==> src/rtl/nbge_ram.sv <==
`default_nettype none
// ----------------------------------------------------------------------------
// nbge_ram
// Generic simple dual-port RAM: one write port, one read port, registered read.
// ----------------------------------------------------------------------------
module nbge_ram #(
   parameter int WIDTH = 8,
   parameter int DEPTH = 16
) (
   input  wire logic                     clock,
   input  wire logic                     we,
   input  wire logic [$clog2(DEPTH)-1:0] waddr,
   input  wire logic [WIDTH-1:0]         wdata,
   input  wire logic [$clog2(DEPTH)-1:0] raddr,
   output logic      [WIDTH-1:0]         rdata
);

   logic [WIDTH-1:0] mem [DEPTH];

   always_ff @(posedge clock) begin
      if (we) begin
         mem[waddr] <= wdata;
      end
      rdata <= mem[raddr];
   end

endmodule
`default_nettype wire

==> config.mk <==
export PLATFORM = sky130hd
export DESIGN_NAME = nbge_ram
export DESIGN_NICKNAME = d
export VERILOG_FILES = /design/src/rtl/nbge_ram.sv
export SDC_FILE = /design/constraint.sdc
export NUM_CORES = 1
export LEC_CHECK = 0
export BUFFER_PORTS_ARGS = -buffer_cell sky130_fd_sc_hd__clkbuf_2
export CAP_MARGIN = 20
export CORE_MARGIN = 2
export CORE_UTILIZATION = 49
export DETAILED_ROUTE_END_ITERATION = 8
export GPL_TIMING_DRIVEN = 0
export PLACE_DENSITY = 0.66
export SYNTH_ARGS = -nofsm -noshare
export SYNTH_HDL_FRONTEND = slang
export SYNTH_SLANG_ARGS = --single-unit
==> constraint.sdc <==
create_clock -name clock -period 1.9 [get_ports clock]
set_input_delay 0.095 -clock clock [delete_from_list [all_inputs] [get_ports clock]]
set_output_delay 0.095 -clock clock [all_outputs]
set_load 0.01 [all_outputs]
Word-level counts from Yosys, hierarchy flattened
Memory sizes are Yosys's and may differ from the RTL's. A register that Yosys moved wholly into a read port is not among the register bits.
Index checks and enable logic that the tools add are counted.
- flip-flop bits (word level): 0
- memory bits (writable): 128
- input port bits: 18
- output and inout port bits: 8
- word-level logic and storage cells: 3
- memories: 1
- muxes and demuxes: 2
- memories (name ; words ; width ; rd ports ; clocked after memory_dff ; write ports ; RTL line ; source):
    mem ; 16 ; 8 ; 1 ; 1 ; 1 ; 18 ; logic [WIDTH-1:0] mem [DEPTH];
- operators by type and width (operator ; count):
    two-way mux 1 bit ; 2

Longest topological paths before layout
Gate-level depths: netlist of run 1.
- depth after elaboration: 2
- gate-level depth with buffers: 5

Worst setup path after synthesis of run 1
OpenSTA, ideal clock, no wires.
- kind: input to register
- start: in waddr[2]
- end: mem mem[0][0] (enable)
- setup time: 0.383 ns
- arrival: 1.205 ns
- data required time: 1.517 ns
- path slack: 0.312 ns
- stages on the path: 2
- cells stage by stage: or3b_2 nor3_1
- RTL lines (element ; RTL line ; source):
    from (decl) ; 12 ; input wire logic [$clog2(DEPTH)-1:0] waddr,
    to (decl) ; 18 ;
No word-level cell before the write port.

==> results.sh, run 1 <==
export IMPL_ios=26
export IMPL_async_flop_share_pct=0
export IMPL_power_switching_uw=1350
export IMPL_detail_route_iter0_violations=177
export IMPL_pre_cts_slack_ns=0.154
export IMPL_antenna_found_initial=0
export IMPL_ys_warn_count=0
export IMPL_power_density_nw_per_um2=1090
export IMPL_crit_arrival_ns=1.85
export IMPL_critPathMaxFanout=1
export IMPL_crit_type="reg -> reg"
export IMPL_numPortBuffers=24
export IMPL_ant_nets=0
export IMPL_syn_nets=247
export IMPL_rows=37
export IMPL_drc=0
export IMPL_cp_required_ns=2.29
export IMPL_ir_worst_vdd_mv=0.785
export IMPL_cts_setup_buffers=0
export IMPL_die_area_sq_um=11300
export IMPL_yosysMostFrequentCell="edfxtp_1"
export IMPL_slew_limit_headroom_pct=43.6
export IMPL_final_setup_skew_ns=0.00533
export IMPL_drt_first_pass_iters=5
export IMPL_syn_area_sq_um=5150
export IMPL_timing_worst_slew_pin_value_ns=0.840
export IMPL_worst_slack_ns=0.443
export IMPL_core_area_sq_um=10300
export IMPL_synthTopCellsByArea="edfxtp_1 (75%), mux4_2 (7.9%), mux4_1 (7.1%), dfxtp_1 (3.1%), a22oi_1 (2.3%)"
export IMPL_grt_pass1_wl_um=15000
export IMPL_outcome="complete, no violations"
export IMPL_synthTopCellsByCount="edfxtp_1 (128), mux4_2 (18), a22oi_1 (16)"
export IMPL_cp_end_kind="register"
export IMPL_stdcell_area_sq_um=5970
export IMPL_route_vias_total=2418
export IMPL_synth_edf_count=128
export IMPL_nets=294
export IMPL_antenna_cells=0
export IMPL_initial_core_util_pct=50.1
export IMPL_clk_latency_ns=0.51
export IMPL_finalHoldWorstSlack_ns=0.0445
export IMPL_syn_inst=229
export IMPL_combPwrFrac_pct=5.0
export IMPL_timing_final_crit_period_ns=1.46
export IMPL_cp_start_kind="register"
export IMPL_die_h_um=106
export IMPL_power_frac_clock_pct=43.4
export IMPL_leakagePower_uw=0.00201
export IMPL_ys_types=19
export IMPL_pwr_share_seq_pct=51.6
export IMPL_dieWidth_um=106
export IMPL_grt_pass1_vias=2525
export IMPL_grt_usage_pct=19.4
export IMPL_path_clk_slew_ns=0.06
export IMPL_vias_per_cell=5.70
export IMPL_p_int_uw=5190
export IMPL_n_fill_cell=754
export IMPL_h_tree_depth=4
export IMPL_synth_seq_cells=136
export IMPL_hold_viol_final=0
export IMPL_grt_ovfl_total=0
export IMPL_hold_class="in -> reg"
export IMPL_cts_root_buf="clkbuf_8"
export IMPL_cts_tree="done"
export IMPL_yosysSeqAreaShare_pct=77.8
export IMPL_wl_per_cell_um=23.5
export IMPL_rsz0062_at_grt="false"
export IMPL_post_route_util_pct=58.1
export IMPL_clock_sinks=136
export IMPL_multi_input_area_sq_um=1060
export IMPL_regArea_sq_um=4000
export IMPL_place_hpwl_um=6330
export IMPL_placed_cell_area_sq_um=5470
export IMPL_avgSynthCellArea_sq_um=22.5
export IMPL_holdBufCountCts=0
export IMPL_synth_area_leader_cell="edfxtp_1"
export IMPL_routed_wl_um=9960
export IMPL_fmax_mhz=687
export IMPL_numPlacedInstances=393
export IMPL_grt_max_degree=17
export IMPL_synthFlopType="edfxtp_1"
export IMPL_syn_to_final_growth_pct=16.1
export IMPL_setup_viol_count_final=0
export IMPL_cap_viol_max_count=0
export IMPL_drv_slew=0
export IMPL_tritoncts_num_buffers=17
export IMPL_gp_congestion=0.867
export IMPL_cts_repair_resized=0
export IMPL_fin_crit_sh_pct=76.7
export IMPL_clk_path_buf_depth=2
export IMPL_switching_share_pct=20.7
export IMPL_final_cells=424
export IMPL_synth_top_area_share_pct=74.7
export IMPL_drive_gt1_share_pct=28.5
## registers in the layout, indices dropped and copies added, names as in the netlist
signal and flops:
mem 128, rdata 8
## path summary, 6_finish.rpt
check / end / slack, ns / depth (start not counted) / from
setup / recovery: rdata[2] / 0.44 / 3 / mem[2][2]
hold / removal: mem[8][4] / 0.04 / 2 / waddr[0]
hold reg to reg: rdata[0] / 0.68 / 3 / mem[13][0]
setup reg to reg: rdata[2] / 0.44 / 3 / mem[2][2]
## per-layer routing
layer / wire, um / vias to the layer above / share of wire (%) / global-route usage (%)
met5: 0 / - / 0 / 0
met4: 157 / 0 / 1.6 / 7.33
met3: 722 / 10 / 7.3 / 5.76
met2: 4860 / 95 / 49 / 29.5
met1: 4210 / 1246 / 42 / 27.0
li1: - / 1067 / - / -
## power groups by stage
stage	Clock (uW)	Combinational [uW]	Sequential [uW]
5_1_grt	3000	354	3380
3_3_place_gp	0	320	3430
4_1_cts	2850	330	3370
6_report	2840	326	3370
3_5_place_dp	0	330	3440
2_1_floorplan	0	170	3440
## worst max-delay path, cell delays in order (launching register included)
cell      delay (ns)
edfxtp_1        0.36
mux4_1          0.54
a22oi_1         0.34
nand2_1         0.10
## per-stage QoR
step	power [uW]	TNS, ns
CTS	6560	0
global placement	3750	-1.75
detailed placement	3760	0
finish	6540	0
floorplan	3610	0
global route	6740	0
## cell families (layout without fill, tap and decap cells)
| logic type | Yosys count | in the layout | share of synthesized area [%] |
|---|---|---|---|
| simple gates | 35 | 35 | 3.18 |
| compound gates | 16 | 16 | 2.33 |
| mux | 32 | 32 | 15.0 |
| buf+inv | 10 | 69 | 1.68 |
| flops | 136 | 136 | 77.8 |
## layout by cell type (no fill, tap or decap), types with 2 or more instances in the layout
cell type	n
clkinv_2	4
mux4_1	14
buf_4	4
nor2_1	13
clkbuf_2	24
nand3b_1	2
nand2_1	9
buf_2	4
clkbuf_1	3
clkinvlp_4	3
a22oi_1	16
mux4_2	18
buf_6	3
nand2b_1	2
nor3_1	4
clkbuf_16	16
clkinv_1	3
dfxtp_1	8
edfxtp_1	128
clkdlybuf4s25_2	3
## cell type report
class                   instances  share of cell area, %
flip-flops and latches        136                   67.0
multi-input cells              83                   17.7
clock buffers                  20                   7.12
well taps                     136                   2.85
repair buffers                 28                   2.47
plain buffers                  10                   1.45
clock inverters                11                   1.40
No activity file was read; power rests on OpenSTA's default activity.
==> inputs of run 2 (changes only) <==
- clock period: 1.9 -> 1.5 ns (I/O delays scaled with it)
==> run 2 against run 1 <==
Combinational power rose by 26%. Clock skew barely moved. Utilization is 0.40 points higher. Register-to-register slack worse by 0.35 ns. First-iteration DRC count increased by 20%. Critical path type unchanged. Critical endpoint is now rdata[7].
==> results.sh, run 2 (same netlist as run 1, synthesis figures left out) <==
export IMPL_timing_worst_slew_pin_value_ns=0.810
export IMPL_ir_worst_vdd_mv=0.673
export IMPL_antenna_cells=0
export IMPL_largest_register="mem"
export IMPL_detail_route_iter0_violations=212
export IMPL_antenna_found_initial=0
export IMPL_combPwrFrac_pct=4.8
export IMPL_critPathMaxFanout=1
export IMPL_setup_viol_count_final=0
export IMPL_finalSetupTns_ns=0
export IMPL_post_route_util_pct=58.5
export IMPL_crit_chain="mux4_2 > a22oi_1 > nand2_1"
export IMPL_tritoncts_num_buffers=17
export IMPL_power_switching_uw=1720
export IMPL_h_tree_depth=4
export IMPL_cts_tree="done"
export IMPL_most_common_layout_cells="edfxtp_1 (128), clkbuf_2 (24), mux4_2 (18), a22oi_1 (16), clkbuf_16 (16)"
export IMPL_switching_share_pct=20.3
export IMPL_cap_viol_max_count=0
export IMPL_crit_arrival_ns=1.78
export IMPL_cp_required_ns=1.87
export IMPL_final_cells=424
export IMPL_use_met3_pct=4.05
export IMPL_vias_per_cell=5.60
export IMPL_die_area_sq_um=11300
export IMPL_use_met2_pct=29.8
export IMPL_wl_per_cell_um=22.5
export IMPL_clock_sinks=136
export IMPL_drt_first_pass_iters=4
export IMPL_outcome="complete, no violations"
export IMPL_slowest_stage="mux4_2"
export IMPL_timing_final_crit_period_ns=1.41
export IMPL_hold_class="in -> reg"
export IMPL_syn_to_final_growth_pct=16.9
export IMPL_largest_register_ffs=128
export IMPL_cp_end_kind="register"
export IMPL_fmax_mhz=709
export IMPL_p_int_uw=6760
export IMPL_hold_viol_final=0
export IMPL_power_density_nw_per_um2=1410
export IMPL_final_setup_skew_ns=0.00512
export IMPL_leakagePower_uw=0.00202
export IMPL_final_common_cell="edfxtp_1"
export IMPL_top_usage_layer="met2"
export IMPL_ant_nets=0
export IMPL_dieWidth_um=106
export IMPL_n_fill_cell=759
export IMPL_drc=0
export IMPL_route_vias_total=2376
export IMPL_numPortBuffers=24
export IMPL_initial_core_util_pct=50.1
export IMPL_ios=26
export IMPL_cts_repair_resized=0
export IMPL_die_h_um=106
export IMPL_grt_usage_pct=18.7
export IMPL_drive_gt1_share_pct=29.2
export IMPL_cp_start_kind="register"
export IMPL_clk_latency_ns=0.50
export IMPL_grt_ovfl_total=0
export IMPL_numPlacedInstances=392
export IMPL_met1_usage_pct=26.3
export IMPL_grt_pass1_wl_um=14700
export IMPL_routed_wl_um=9540
export IMPL_holdBufCountCts=0
export IMPL_slew_limit_headroom_pct=45.8
export IMPL_nets=293
export IMPL_max_stage_delay_ns=0.46
export IMPL_grt_max_degree=17
export IMPL_rsz0062_at_grt="false"
export IMPL_total_power_uw=8480
export IMPL_core_area_sq_um=10300
export IMPL_cts_root_buf="clkbuf_8"
export IMPL_largestRegisters="mem: 128 flops, rdata: 8 flops"
export IMPL_path_clk_slew_ns=0.06
export IMPL_grt_pass1_vias=2449
export IMPL_rows=37
export IMPL_drv_slew=0
export IMPL_power_frac_clock_pct=44.8
export IMPL_cts_setup_buffers=0
export IMPL_pwr_share_seq_pct=50.4
export IMPL_place_hpwl_um=5990
export IMPL_clk_path_buf_depth=2
export IMPL_gp_congestion=0.724
export IMPL_crit_type="reg -> reg"
export IMPL_fin_crit_sh_pct=94.0
run 2: layout make-up:
cell class | count | area, sq um | share of cell area [%]
Clock inverter | 14 | 133 | 2.20
Sequential cell | 136 | 4000 | 66.6
Buffer | 10 | 86.3 | 1.44
Tap cell | 136 | 170 | 2.83
Timing Repair Buffer | 27 | 143 | 2.37
Multi-Input combinational cell | 83 | 1060 | 17.7
Clock buffer | 18 | 418 | 6.95
run 2: worst max-delay path, delay by kind of cell (launching register included):
family | cells | cell delay (ns)
compound gates | 1 | 0.34
flops | 1 | 0.37
mux | 1 | 0.46
simple gates | 1 | 0.11
run 2: power by group through the flow:
stage	Sequential, uW	Combinational [uW]	Clock, uW
2_1_floorplan	4360	216	0
3_3_place_gp	4340	406	0
3_5_place_dp	4350	413	0
4_1_cts	4270	415	3850
5_1_grt	4280	447	4030
6_report	4270	411	3800
run 2: routing by layer:
metal	up-vias	wire, um	share of wire (%)
li1	1066	-	-
met1	1234	4130	43
met2	74	4770	50
met3	2	594	6.2
met4	0	46	0.48
met5	-	0	0
run 2: path summary, 6_finish.rpt:
check	endpoint	cells after the start	slack [ns]	from
worst min register to register	rdata[1]	3	0.70	mem[8][1]
worst max register to register	rdata[7]	3	0.09	mem[8][7]
worst min-delay path	mem[6][6]	1	0.03	wdata[6]
worst max-delay path	rdata[7]	3	0.09	mem[8][7]
run 2: through the flow:
step	setup WS [ns]	hold slack, ns	area, sq um
floorplan	0.159	0.174	5150
global placement	-0.375	0.463	5440
detailed placement	-0.262	0.463	5470
CTS	0.0914	0.00723	6020
global route	0.0421	0.0245	6020
finish	0.0895	0.0253	6020
==> inputs of run 3 (changes only) <==
- CORE_MARGIN: 2 -> 5
==> run 3 against run 2 <==
Count of clock-buffer cells in the layout did not move. Final area increased by 0.33%. First-iteration DRC count decreased by 45%. Critical endpoint unchanged. Largest cell class unchanged. Largest power group unchanged.
==> results.sh, run 3 (same netlist as run 1, synthesis figures left out) <==
export IMPL_outcome="complete, no violations"
export IMPL_final_common_cell="edfxtp_1"
export IMPL_min_delay_start="wdata[6]"
export IMPL_largest_register_ffs=128
export IMPL_critPathMaxFanout=1
export IMPL_p_int_uw=6790
export IMPL_grt_max_degree=17
export IMPL_crit_type="reg -> reg"
export IMPL_drt_first_pass_iters=5
export IMPL_largest_register="mem"
export IMPL_place_hpwl_um=6080
export IMPL_cp_start_kind="register"
export IMPL_initial_core_util_pct=50.1
export IMPL_core_area_sq_um=10300
export IMPL_h_tree_depth=4
export IMPL_cap_viol_max_count=0
export IMPL_rr_worst_depth=3
export IMPL_cp_required_ns=1.88
export IMPL_clk_path_buf_depth=2
export IMPL_slowest_stage="mux4_2"
export IMPL_cts_root_buf="clkbuf_8"
export IMPL_fin_crit_sh_pct=95.9
export IMPL_die_area_sq_um=12700
export IMPL_die_h_um=112
export IMPL_leakagePower_uw=0.00203
export IMPL_cts_setup_buffers=0
export IMPL_vias_per_cell=5.61
export IMPL_switching_share_pct=21.1
export IMPL_grt_pass1_wl_um=14900
export IMPL_gp_congestion=0.718
export IMPL_route_vias_total=2380
export IMPL_antenna_found_initial=0
export IMPL_reg2reg_slack_ns=0.06
export IMPL_path_buf_inv=0
export IMPL_fmax_mhz=695
export IMPL_wl_per_cell_um=22.8
export IMPL_ant_nets=0
export IMPL_nets=293
export IMPL_grt_pass1_vias=2518
export IMPL_holdPathEnd="mem[6][6]"
export IMPL_pwr_share_seq_pct=49.6
export IMPL_antenna_cells=0
export IMPL_cts_tree="done"
export IMPL_stdcell_area_sq_um=6040
export IMPL_crit_chain="mux4_2 > a22oi_1 > nand2_1"
export IMPL_min_path_cells=1
export IMPL_setup_viol_count_final=0
export IMPL_power_density_nw_per_um2=1420
export IMPL_dieWidth_um=112
export IMPL_slew_limit_headroom_pct=45.9
export IMPL_grt_ovfl_total=0
export IMPL_rsz0062_at_grt="false"
export IMPL_holdBufCountCts=0
export IMPL_crit_arrival_ns=1.82
export IMPL_clock_sinks=136
export IMPL_drc=0
export IMPL_grt_usage_pct=16.4
export IMPL_clk_latency_ns=0.52
export IMPL_max_stage_delay_ns=0.51
export IMPL_r2r_end="rdata[7]"
export IMPL_hold_class="in -> reg"
export IMPL_power_switching_uw=1810
export IMPL_total_power_uw=8600
export IMPL_path_clk_slew_ns=0.06
export IMPL_most_common_layout_cells="edfxtp_1 (128), clkbuf_2 (24), mux4_2 (18), a22oi_1 (16), clkbuf_16 (16)"
export IMPL_finalHoldWorstSlack_ns=0.0159
export IMPL_cp_end_kind="register"
export IMPL_drv_slew=0
export IMPL_largestRegisters="mem: 128 flops, rdata: 8 flops"
export IMPL_drive_gt1_share_pct=30.2
export IMPL_ios=26
export IMPL_rows=37
export IMPL_r2r_start="mem[15][7]"
export IMPL_timing_worst_slew_pin_value_ns=0.809
export IMPL_numPortBuffers=24
export IMPL_timing_final_crit_period_ns=1.44
export IMPL_detail_route_iter0_violations=117
export IMPL_tritoncts_num_buffers=17
export IMPL_placed_cell_area_sq_um=5470
export IMPL_routed_wl_um=9680
export IMPL_hold_viol_final=0
export IMPL_syn_to_final_growth_pct=17.3
export IMPL_n_fill_cell=756
export IMPL_final_setup_skew_ns=0.00835
export IMPL_combPwrFrac_pct=4.8
export IMPL_critPathTopFamily="multiplexers"
export IMPL_ir_worst_vdd_mv=0.661
export IMPL_power_frac_clock_pct=45.6
export IMPL_cts_repair_resized=0
-- run 3: area by class of cell --
| cell class | count | area, sq um | share of cell area (%) |
|---|---|---|---|
| flip-flops and latches | 136 | 4000 | 66.3 |
| multi-input cells | 83 | 1060 | 17.6 |
| clock buffers | 18 | 418 | 6.92 |
| well taps | 136 | 170 | 2.82 |
| clock inverters | 14 | 153 | 2.53 |
| repair buffers | 27 | 143 | 2.36 |
| plain buffers | 10 | 86.3 | 1.43 |
-- run 3: how the worst max path moves through the flow --
stage                    start         to  depth (start not counted)
global placement      waddr[2]  mem[8][1]                          3
finish              mem[15][7]   rdata[7]                          3
CTS                 mem[15][7]   rdata[7]                          3
detailed placement    waddr[2]  mem[2][3]                          3
floorplan             waddr[2]  mem[3][0]                          2
global route         mem[4][0]   rdata[0]                          3
-- run 3: metrics by stage --
stage                     util (%)  setup TNS [ns]  worst slack (ns)  cells
after floorplan                  -               0             0.159    229
after global placement        53.0          -14.32            -0.364    389
after detailed placement      53.2           -8.12            -0.281    392
after CTS                     58.7               0            0.0556    424
after global routing          58.7               0            0.0188    424
final                         58.7               0            0.0617    424
-- run 3: layer usage --
layer  vias up  global-route usage, %  share of wire, %
li1       1066                      -                 -
met1      1224                   22.2                44
met2        76                   25.7                49
met3        14                   4.58               6.2
met4         0                   5.85               1.5
met5         -                      0                 0
-- run 3: worst register-to-register path, stage by stage, from the launching register on --
cell and delay, ns:
edfxtp_1 0.37, mux4_2 0.51, a22oi_1 0.31, nand2_1 0.12
-- run 3: power by group through the flow --
| stage | Sequential (uW) | Clock [uW] | Combinational (uW) |
|---|---|---|---|
| 2_1_floorplan | 4360 | 0 | 216 |
| 3_3_place_gp | 4340 | 0 | 404 |
| 3_5_place_dp | 4350 | 0 | 413 |
| 4_1_cts | 4270 | 3970 | 416 |
| 5_1_grt | 4280 | 4150 | 443 |
| 6_report | 4270 | 3920 | 411 |
